[src/hdl/cdr_pkg.sv]
`default_nettype none

package cdr_pkg;

  // Operation codes of an input transaction. Code 7 is unused and rejected.
  localparam logic [2:0] OP_SET_DATE   = 3'd0;
  localparam logic [2:0] OP_SET_DAY    = 3'd1;
  localparam logic [2:0] OP_SET_MONTH  = 3'd2;
  localparam logic [2:0] OP_SET_YEAR   = 3'd3;
  localparam logic [2:0] OP_ADD_DAYS   = 3'd4;
  localparam logic [2:0] OP_ADD_MONTHS = 3'd5;
  localparam logic [2:0] OP_ADD_YEARS  = 3'd6;

  // Datapath action of one microinstruction.
  typedef enum logic [3:0] {
    A_NOP,
    A_LD_SET,
    A_LD_DAYS,
    A_LD_MONTHS,
    A_LD_YEARS,
    A_DIV12,
    A_REM12,
    A_MSTEP,
    A_YSTEP,
    A_CLAMP,
    A_FEB,
    A_COMMIT,
    A_SAT,
    A_REJECT
  } act_e;

  // Branch condition of one microinstruction.
  typedef enum logic [2:0] {
    C_NONE,
    C_ALWAYS,
    C_YOVF,
    C_BADSET,
    C_DFITS,
    C_YSKIP,
    C_NWRAP
  } cond_e;

  // Status the datapath reports to the sequencer.
  typedef struct packed {
    logic yovf;
    logic badset;
    logic dfits;
    logic yskip;
    logic wrap;
  } cdr_flags_t;

endpackage

`default_nettype wire

[src/hdl/calendar_date_register.sv]
// Calendar date register: holds one Gregorian date, 01/01/2000 after reset.
// Input channel (in_valid_i / in_ready_o) carries one transaction with an
// op code, the set values new_day/new_month/new_year and an add amount.
// Output channel (out_valid_o / out_ready_i) returns one transaction per
// input: the date after the operation and ok.
// A short microprogram runs each item over a plain datapath. A saturating
// add ends as soon as the year passes its limit. The add-days carry loop,
// one month or one year per pass, makes add days the slowest operation.
// A new item is taken in the cycle after the previous one finishes, even
// while its result still waits in the output register.
// A stalled receiver holds the result stable; the next item then halts at
// its final step until the output register is free.
// Reset is asynchronous and active low: the date becomes 01/01/2000, the
// output channel empties and the sequencer goes idle.
`default_nettype none

module calendar_date_register #(
  parameter int MAX_YEAR    = 9999,
  parameter int AMOUNT_BITS = 16
) (
  input  wire         clk_i,
  input  wire         rst_ni,
  input  wire         in_valid_i,
  output logic        in_ready_o,
  input  wire  [2:0]  op_i,
  input  wire  [4:0]  new_day_i,
  input  wire  [3:0]  new_month_i,
  input  wire  [13:0] new_year_i,
  input  wire  [15:0] amount_i,
  output logic        out_valid_o,
  input  wire         out_ready_i,
  output logic [4:0]  cur_day_o,
  output logic [3:0]  cur_month_o,
  output logic [13:0] cur_year_o,
  output logic        ok_o
);

  // Only the low AMOUNT_BITS bits, at most 16, of the amount port count.
  localparam int AmtW = (AMOUNT_BITS < 16) ? AMOUNT_BITS : 16;
  // Work day register holds day + amount, or month - 1 + amount.
  localparam int WdW  = ((AmtW > 5) ? AmtW : 5) + 1;
  localparam int WqW  = WdW - 3;
  // Work year register holds year + amount.
  localparam int WyW  = ((AmtW > 14) ? AmtW : 14) + 1;
  localparam int XW   = (WdW > 9) ? WdW : 9;
  localparam int PW   = WdW + 16;
  // floor(t / 12) == (t * 43691) >> 19 for every t below 2^17.
  localparam int Recip12   = 43691;
  localparam int Recip12Sh = 19;
  localparam int DaysInYear = 365;

  function automatic logic [4:0] month_len(input logic [3:0] m, input logic leap);
    logic [4:0] len;
    case (m)
      4'd2:                      len = leap ? 5'd29 : 5'd28;
      4'd4, 4'd6, 4'd9, 4'd11:   len = 5'd30;
      default:                   len = 5'd31;
    endcase
    return len;
  endfunction

  // Leap test on a year below 16384. floor(y / 100) comes from a reciprocal
  // multiply; y is a multiple of 400 when it is a multiple of 100 and the
  // quotient is a multiple of 4.
  function automatic logic leap_of(input logic [13:0] y);
    logic [27:0] p;
    logic [7:0]  q;
    logic [14:0] hq;
    logic [14:0] r;
    p  = {14'd0, y} * 28'd10486;
    q  = p[27:20];
    hq = {7'd0, q} * 15'd100;
    r  = {1'b0, y} - hq;
    return (y[1:0] == 2'b00) && ((r != 15'd0) || (q[1:0] == 2'b00));
  endfunction

  // Architectural date and result flag. The output channel shows them
  // directly: they change only when the output register is being refilled.
  logic [4:0]  day_q;
  logic [3:0]  month_q;
  logic [13:0] year_q;
  logic        ok_q;
  logic        out_valid_q, out_valid_d;

  // Captured transaction.
  logic [2:0]      op_q;
  logic [4:0]      nd_q;
  logic [3:0]      nm_q;
  logic [13:0]     ny_q;
  logic [AmtW-1:0] amt_q;

  // Work registers.
  logic [WdW-1:0] wd_q, wd_d;
  logic [3:0]     wm_q, wm_d;
  logic [WyW-1:0] wy_q, wy_d;
  logic [WqW-1:0] wq_q, wq_d;
  logic           leap_q;

  logic                busy;
  logic                accept;
  cdr_pkg::act_e       act;
  cdr_pkg::cdr_flags_t flags;

  logic [4:0]     len_w;
  logic [4:0]     set_day;
  logic [3:0]     set_month;
  logic [13:0]    set_year;
  logic [PW-1:0]  prod12;
  logic [WdW-1:0] rem12;
  logic [XW-1:0]  year_len;
  logic [XW-1:0]  ystep;
  logic [4:0]     clamp_day;
  logic [4:0]     feb_day;
  logic           fin_act;

  assign in_ready_o = !busy;
  assign accept     = in_valid_i && in_ready_o;

  cdr_sequencer u_seq (
    .clk_i      (clk_i),
    .rst_ni     (rst_ni),
    .start_i    (accept),
    .op_i       (op_i),
    .flags_i    (flags),
    .out_free_i (!out_valid_q || out_ready_i),
    .busy_o     (busy),
    .act_o      (act)
  );

  // Status for branching. The leap flag is registered from the work year and
  // so lags it; the microprogram waits a step after every load of a new year.
  assign len_w       = month_len(wm_q, leap_q);
  assign flags.yovf  = wy_q > WyW'(MAX_YEAR);
  assign flags.dfits = wd_q <= WdW'(len_w);
  assign flags.wrap  = wm_q == 4'd12;
  assign year_len    = XW'(DaysInYear) + XW'(leap_q);
  // From January, a day count beyond the year's length crosses the whole year.
  assign flags.yskip = (wm_q == 4'd1) && (XW'(wd_q) > year_len);
  assign flags.badset = flags.yovf || (wm_q == 4'd0) || (wm_q > 4'd12) ||
                        (wd_q == '0) || !flags.dfits;

  // Operands of the set operations: new parts merged with the current date.
  always_comb begin
    set_day   = day_q;
    set_month = month_q;
    set_year  = year_q;
    case (op_q)
      cdr_pkg::OP_SET_DATE: begin
        set_day   = nd_q;
        set_month = nm_q;
        set_year  = ny_q;
      end
      cdr_pkg::OP_SET_DAY:   set_day   = nd_q;
      cdr_pkg::OP_SET_MONTH: set_month = nm_q;
      cdr_pkg::OP_SET_YEAR:  set_year  = ny_q;
      default: ;
    endcase
  end

  assign prod12    = PW'(wd_q) * PW'(Recip12);
  assign rem12     = wd_q - WdW'({wq_q, 3'b000}) - WdW'({wq_q, 2'b00});
  assign ystep     = XW'(wd_q) - year_len;
  assign clamp_day = (day_q > len_w) ? len_w : day_q;
  assign feb_day   = ((month_q == 4'd2) && (day_q == 5'd29) && !leap_q) ? 5'd28 : day_q;

  always_comb begin
    wd_d = wd_q;
    wm_d = wm_q;
    wy_d = wy_q;
    wq_d = wq_q;
    case (act)
      cdr_pkg::A_LD_SET: begin
        wd_d = WdW'(set_day);
        wm_d = set_month;
        wy_d = WyW'(set_year);
      end
      cdr_pkg::A_LD_DAYS: begin
        wd_d = WdW'(day_q) + WdW'(amt_q);
        wm_d = month_q;
        wy_d = WyW'(year_q);
      end
      cdr_pkg::A_LD_MONTHS: begin
        // Months counted from zero so that the quotient by 12 is the year carry.
        wd_d = WdW'(month_q) - WdW'(1) + WdW'(amt_q);
        wy_d = WyW'(year_q);
      end
      cdr_pkg::A_LD_YEARS: begin
        wy_d = WyW'(year_q) + WyW'(amt_q);
      end
      cdr_pkg::A_DIV12: wq_d = prod12[PW-1:Recip12Sh];
      cdr_pkg::A_REM12: begin
        wm_d = rem12[3:0] + 4'd1;
        wy_d = wy_q + WyW'(wq_q);
      end
      cdr_pkg::A_MSTEP: begin
        wd_d = wd_q - WdW'(len_w);
        if (wm_q == 4'd12) begin
          wm_d = 4'd1;
          wy_d = wy_q + WyW'(1);
        end else begin
          wm_d = wm_q + 4'd1;
        end
      end
      cdr_pkg::A_YSTEP: begin
        wd_d = ystep[WdW-1:0];
        wy_d = wy_q + WyW'(1);
      end
      cdr_pkg::A_CLAMP: wd_d = WdW'(clamp_day);
      cdr_pkg::A_FEB: begin
        wd_d = WdW'(feb_day);
        wm_d = month_q;
      end
      default: ;
    endcase
  end

  always_ff @(posedge clk_i) begin
    if (accept) begin
      op_q  <= op_i;
      nd_q  <= new_day_i;
      nm_q  <= new_month_i;
      ny_q  <= new_year_i;
      amt_q <= amount_i[AmtW-1:0];
    end
    wd_q   <= wd_d;
    wm_q   <= wm_d;
    wy_q   <= wy_d;
    wq_q   <= wq_d;
    leap_q <= leap_of(wy_q[13:0]);
  end

  assign fin_act = (act == cdr_pkg::A_COMMIT) || (act == cdr_pkg::A_SAT) ||
                   (act == cdr_pkg::A_REJECT);
  assign out_valid_d = fin_act ? 1'b1 : (out_ready_i ? 1'b0 : out_valid_q);

  always_ff @(posedge clk_i or negedge rst_ni) begin
    if (!rst_ni) begin
      day_q       <= 5'd1;
      month_q     <= 4'd1;
      year_q      <= 14'd2000;
      ok_q        <= 1'b0;
      out_valid_q <= 1'b0;
    end else begin
      out_valid_q <= out_valid_d;
      case (act)
        cdr_pkg::A_COMMIT: begin
          day_q   <= wd_q[4:0];
          month_q <= wm_q;
          year_q  <= wy_q[13:0];
          ok_q    <= 1'b1;
        end
        cdr_pkg::A_SAT: begin
          // The year ran past its limit: pin the date to the last day.
          day_q   <= 5'd31;
          month_q <= 4'd12;
          year_q  <= 14'(MAX_YEAR);
          ok_q    <= 1'b0;
        end
        cdr_pkg::A_REJECT: ok_q <= 1'b0;
        default: ;
      endcase
    end
  end

  assign out_valid_o = out_valid_q;
  assign cur_day_o   = day_q;
  assign cur_month_o = month_q;
  assign cur_year_o  = year_q;
  assign ok_o        = ok_q;

endmodule

`default_nettype wire

[src/hdl/cdr_sequencer.sv]
`default_nettype none

module cdr_sequencer (
  input  wire               clk_i,
  input  wire               rst_ni,
  input  wire               start_i,
  input  wire  [2:0]        op_i,
  input  wire  cdr_pkg::cdr_flags_t flags_i,
  input  wire               out_free_i,
  output logic              busy_o,
  output cdr_pkg::act_e     act_o
);

  typedef struct packed {
    cdr_pkg::act_e  act;
    cdr_pkg::cond_e cond;
    logic [4:0]     target;
  } uword_t;

  // Program entry points, loop targets and shared exits.
  localparam logic [4:0] PcSet    = 5'd0;
  localparam logic [4:0] PcCommit = 5'd3;
  localparam logic [4:0] PcDays   = 5'd4;
  localparam logic [4:0] PcDLoop  = 5'd6;
  localparam logic [4:0] PcDWrap  = 5'd9;
  localparam logic [4:0] PcDYear  = 5'd11;
  localparam logic [4:0] PcMonths = 5'd12;
  localparam logic [4:0] PcYears  = 5'd17;
  localparam logic [4:0] PcSat    = 5'd20;
  localparam logic [4:0] PcRej    = 5'd21;

  function automatic uword_t rom(input logic [4:0] pc);
    uword_t w;
    w = '{act: cdr_pkg::A_NOP, cond: cdr_pkg::C_NONE, target: 5'd0};
    case (pc)
      // set date or one part of it
      5'd0:  w.act = cdr_pkg::A_LD_SET;
      5'd1:  w.act = cdr_pkg::A_NOP;
      5'd2:  begin w.cond = cdr_pkg::C_BADSET; w.target = PcRej; end
      5'd3:  w.act = cdr_pkg::A_COMMIT;
      // add days: carry one month, or one whole year from January, per pass
      5'd4:  w.act = cdr_pkg::A_LD_DAYS;
      5'd5:  begin w.cond = cdr_pkg::C_YOVF; w.target = PcSat; end
      5'd6:  begin w.cond = cdr_pkg::C_DFITS; w.target = PcCommit; end
      5'd7:  begin w.cond = cdr_pkg::C_YSKIP; w.target = PcDYear; end
      5'd8:  begin
        w.act = cdr_pkg::A_MSTEP; w.cond = cdr_pkg::C_NWRAP; w.target = PcDLoop;
      end
      5'd9:  begin w.cond = cdr_pkg::C_YOVF; w.target = PcSat; end
      5'd10: begin w.cond = cdr_pkg::C_ALWAYS; w.target = PcDLoop; end
      5'd11: begin
        w.act = cdr_pkg::A_YSTEP; w.cond = cdr_pkg::C_ALWAYS; w.target = PcDWrap;
      end
      // add months
      5'd12: w.act = cdr_pkg::A_LD_MONTHS;
      5'd13: w.act = cdr_pkg::A_DIV12;
      5'd14: w.act = cdr_pkg::A_REM12;
      5'd15: begin w.cond = cdr_pkg::C_YOVF; w.target = PcSat; end
      5'd16: begin
        w.act = cdr_pkg::A_CLAMP; w.cond = cdr_pkg::C_ALWAYS; w.target = PcCommit;
      end
      // add years
      5'd17: w.act = cdr_pkg::A_LD_YEARS;
      5'd18: begin w.cond = cdr_pkg::C_YOVF; w.target = PcSat; end
      5'd19: begin
        w.act = cdr_pkg::A_FEB; w.cond = cdr_pkg::C_ALWAYS; w.target = PcCommit;
      end
      5'd20: w.act = cdr_pkg::A_SAT;
      5'd21: w.act = cdr_pkg::A_REJECT;
      default: w.act = cdr_pkg::A_REJECT;
    endcase
    return w;
  endfunction

  function automatic logic [4:0] entry(input logic [2:0] op);
    logic [4:0] pc;
    case (op)
      cdr_pkg::OP_SET_DATE,
      cdr_pkg::OP_SET_DAY,
      cdr_pkg::OP_SET_MONTH,
      cdr_pkg::OP_SET_YEAR:   pc = PcSet;
      cdr_pkg::OP_ADD_DAYS:   pc = PcDays;
      cdr_pkg::OP_ADD_MONTHS: pc = PcMonths;
      cdr_pkg::OP_ADD_YEARS:  pc = PcYears;
      default:                pc = PcRej;
    endcase
    return pc;
  endfunction

  logic [4:0] pc_q, pc_d;
  logic       busy_q, busy_d;
  uword_t     uw;
  logic       fin;
  logic       take;

  assign uw  = rom(pc_q);
  assign fin = (uw.act == cdr_pkg::A_COMMIT) || (uw.act == cdr_pkg::A_SAT) ||
               (uw.act == cdr_pkg::A_REJECT);

  always_comb begin
    case (uw.cond)
      cdr_pkg::C_ALWAYS: take = 1'b1;
      cdr_pkg::C_YOVF:   take = flags_i.yovf;
      cdr_pkg::C_BADSET: take = flags_i.badset;
      cdr_pkg::C_DFITS:  take = flags_i.dfits;
      cdr_pkg::C_YSKIP:  take = flags_i.yskip;
      cdr_pkg::C_NWRAP:  take = !flags_i.wrap;
      default:           take = 1'b0;
    endcase
  end

  always_comb begin
    pc_d   = pc_q;
    busy_d = busy_q;
    act_o  = cdr_pkg::A_NOP;
    if (!busy_q) begin
      if (start_i) begin
        pc_d   = entry(op_i);
        busy_d = 1'b1;
      end
    end else if (fin) begin
      // A finishing step waits until the output register is free.
      if (out_free_i) begin
        act_o  = uw.act;
        busy_d = 1'b0;
      end
    end else begin
      act_o = uw.act;
      pc_d  = take ? uw.target : pc_q + 5'd1;
    end
  end

  always_ff @(posedge clk_i or negedge rst_ni) begin
    if (!rst_ni) begin
      pc_q   <= 5'd0;
      busy_q <= 1'b0;
    end else begin
      pc_q   <= pc_d;
      busy_q <= busy_d;
    end
  end

  assign busy_o = busy_q;

endmodule

`default_nettype wire
[config.mk]
export PLATFORM = sky130hd
export DESIGN_NAME = calendar_date_register
export DESIGN_NICKNAME = d
export VERILOG_FILES = /design/src/hdl/cdr_pkg.sv /design/src/hdl/calendar_date_register.sv /design/src/hdl/cdr_sequencer.sv
export SDC_FILE = /design/constraint.sdc
export NUM_CORES = 1
export LEC_CHECK = 0
export BUFFER_PORTS_ARGS = -buffer_cell sky130_fd_sc_hd__buf_2
export CORE_MARGIN = 2
export CORE_UTILIZATION = 59
export CTS_CLUSTER_DIAMETER = 60
export CTS_CLUSTER_SIZE = 10
export DETAILED_ROUTE_END_ITERATION = 8
export PLACE_DENSITY_LB_ADDON = 0.12
export SYNTH_ARGS = -nofsm -noshare
export SYNTH_HDL_FRONTEND = slang
export SYNTH_SLANG_ARGS = --single-unit
[constraint.sdc]
create_clock -name clk_i -period 8.4 [get_ports clk_i]
set_clock_uncertainty 0.15 [all_clocks]
set_input_delay 0.84 -clock clk_i [delete_from_list [all_inputs] [get_ports clk_i]]
set_output_delay 0.84 -clock clk_i [all_outputs]
set_load 0.02 [all_outputs]
==> run summary <==
Worst-Margin Slew - 1.162 ns
met3 usage - 0.03335
clock tree sinks - 126
ys async rst share - 0.2460
# diodes - 0
layout cells sized above 1 - 0.1343
Crit-path slowest cell - fa_1
Bufs on Longest Clock Path - 2
initial antenna violation count - 0
Final min period - 8.491 ns
Setup WS post-layout - -0.09084 ns
met1 Use GR - 0.4057
CP max stage delay - 0.58 ns
Worst path most repeated cell - fa_1
DRT antenna net count - 0
DR DRC count - 0
post-synthesis sequential area ratio - 0.1979
post-layout util - 0.6742
Final Cycle Share - 1.011
cell taking the most area after synthesis - ha_1
Mean Syn Cell Area - 9.692 um2
chip width - 180.3 um
Initial Util - 0.5994
Synthesized Nets - 2440
Die Area - 32500 um2
Placer Congestion - 0.9471
Crit path max-delay family - adder cells
pre-CTS setup slack - -0.2936 ns
first-pass GRT wire length - 80590 um
synthesized cell area - 18340 um2
largest cells by area after synthesis - ha_1 23%, fa_1 17%, edfxtp_1 15%
Crit Path Category - flop to flop
top_reg_cell synth - edfxtp_1
crit path DAT - 8.65 ns
DR vias/cell - 6.027
FP Rows - 64
final hold slack - 0.3460 ns
GRT Max-Usage Layer - met2
Fillers - 2426
Total GRT Usage - 0.3132
failing checks - negative setup slack
Remaining Overflow, GRT - 0
vias in the first global route - 15290
CP Capture Type - flop
CP required - 8.56 ns
Post-Layout Cell Count - 2451
largest net degree at the start of global routing - 43
Post-synth EDFFs - 94
root buf cell - clkbuf_16
core area - 30590 um2
total routed wirelength - 49680 um
Crit Path Max Fanout - 4
Synth warnings - 0
max_cap viols - 0
RSZ-0062 raised after global routing - yes
Netlist cell types - 100
synthesized instance count - 1892
Clock transition at path regs - 0.07 ns
post-DP HPWL - 40750 um
placed cells - 2402
CTS H-tree depth - 4
Yosys top cell area share - 0.2334
layout net count - 2590
height of the die - 180.3 um
status - finished, violations left
total CTS buffers - 17
CP Buf/Inv Count - 9
# setup viols final - 1
io pins - 72
via count - 14770
CTS tree - done
DR WL/cell - 20.27 um
1st-iter DRT viols - 1136
Max Clk Rate - 0.1178 GHz
CP Launch Type - flop
final hold violations - 0
Slew Limit Fails - 0
met2 usage - 0.5414
hold-fix buffer count after cts - 0
worst-skew pair later-pin latency - 0.43 ns
Pre-antenna DRT Iters - 6
Worst slew margin - 0.2209
Layout area overhead - 12.48%
Port Buffer Count - 71
flops & latches, synth - 126
HP Class - primary input to async pin
-- kinds of logic after synthesis --
group / share of synthesized area
and+or+nand+nor: 0.1045
xor gates and xnor gates: 0.03965
adders and majority gates: 0.4086
DFF: 0.1979
buffers and inverters: 0.07840
AOI/OAI and AO/OA: 0.1608
muxes: 0.01017
-- worst reg2reg max path: cells and delay by family (launching register included) --
family,cells,cell delay (ns)
DFF,1,0.43
xor gates and xnor gates,1,0.23
buffers and inverters,9,0.88
AOI/OAI and AO/OA,7,1.49
and+or+nand+nor,6,1.12
adders and majority gates,11,4.08
-- synth_stat cells (5+ instances only) --
master / instances
o21ai_0: 71
o22a_1: 6
clkbuf_1: 13
xor2_1: 33
a211oi_1: 13
o21ai_1: 14
nor3_1: 37
o2111ai_1: 6
a22o_1: 8
a222oi_1: 9
nand2b_1: 15
nand2_1: 82
dfrtp_1: 23
o21bai_1: 9
or3_1: 7
dfstp_2: 8
buf_2: 12
nand3_1: 34
inv_1: 334
ha_1: 342
o31ai_1: 7
a31oi_1: 12
nor2b_1: 13
a2bb2oi_1: 10
mux2i_1: 15
nand4_1: 13
a211o_1: 5
xnor2_1: 50
or2_2: 6
edfxtp_1: 94
a21boi_0: 5
a22oi_1: 15
nor2_1: 80
o211ai_1: 15
o22ai_1: 21
and3_1: 16
fa_1: 160
a21o_1: 26
nor4_1: 10
a21oi_1: 95
o21a_1: 14
and2_1: 26
-- cell type report --
cell class,instances,area (um2),area share
Clock inverter,14,171.4,0.008311
Clock buffer,18,439.2,0.02129
Multi-Input combinational cell,1397,13540,0.6566
Inverter,337,1265,0.06133
Timing Repair Buffer,163,1084,0.05254
Sequential cell,126,3628,0.1759
Tap cell,396,495.5,0.02402
-- per-stage QoR --
| stage | setup TNS (ns) | cell area, um2 |
|---|---|---|
| 2_1_floorplan | 0 | 18340 |
| 3_3_place_gp | -0.08562 | 19590 |
| 3_5_place_dp | -0.2936 | 19590 |
| 4_1_cts | 0 | 20610 |
| 5_1_grt | -0.3550 | 20620 |
| 6_report | -0.09084 | 20620 |
-- final timing paths --
kind / startpoint / end / slack (ns) / depth (start not counted)
setup / recovery: wy_q[11] / leap_q / -0.09 / 34
hold / removal: rst_ni / u_seq.pc_q[3] / 0.35 / 1
setup reg to reg: wy_q[11] / leap_q / -0.09 / 34
hold reg to reg: ok_o / ok_o / 0.39 / 2
max in group asynchronous: rst_ni / cur_year_o[12] / 7.23 / 1
min in group clk_i: ok_o / ok_o / 0.39 / 2
-- sequential cells by signal (all words and copies together) (netlist names) --
| name | count |
|---|---|
| amt_q | 16 |
| cur_day_o | 5 |
| cur_month_o | 4 |
| cur_year_o | 14 |
| leap_q | 1 |
| nd_q | 5 |
| nm_q | 4 |
| ny_q | 14 |
| ok_o | 1 |
| op_q | 3 |
| out_valid_o | 1 |
| u_seq.busy_o | 1 |
| u_seq.pc_q | 5 |
| wd_q | 17 |
| wm_q | 4 |
| wq_q | 14 |
| wy_q | 17 |
-- cells in the final DEF, fill, tap and decap left out, types with 10 or more instances in the layout --
cell	n
inv_1	328
fa_1	160
o22ai_1	20
edfxtp_1	94
nor2_1	78
and3_1	15
o21ai_0	68
xnor2_1	49
a211oi_1	12
nand2b_1	15
nand4_1	13
o21a_1	14
mux2i_1	15
buf_6	10
ha_4	15
nor3_1	35
buf_2	71
o21ai_1	16
dfrtp_1	23
a31oi_1	11
a2bb2oi_1	10
a21o_1	26
nand2_1	82
a22oi_1	15
o211ai_1	15
xor2_1	32
nor4_1	10
clkbuf_16	17
nor2b_1	13
nand3_1	34
buf_4	82
a21oi_1	92
ha_1	326
and2_1	26
-- what timing repair did --
item | 4_1_cts | 5_1_grt
cloned | 0 | 0
pin swaps | 47 | 9
resized for setup | 41 | 6
buffers inserted | 17 | 0
setup endpoints to repair | 1 | 1
-- routing by layer --
layer  part of all wire  vias up
met5                  0        -
li1                   -     6974
met1               0.42     7140
met3              0.056       93
met4              0.036        0
met2               0.49      565
Power is not shown: default switching activity piles up to over one toggle a cycle in this logic, so the estimate is an artifact.
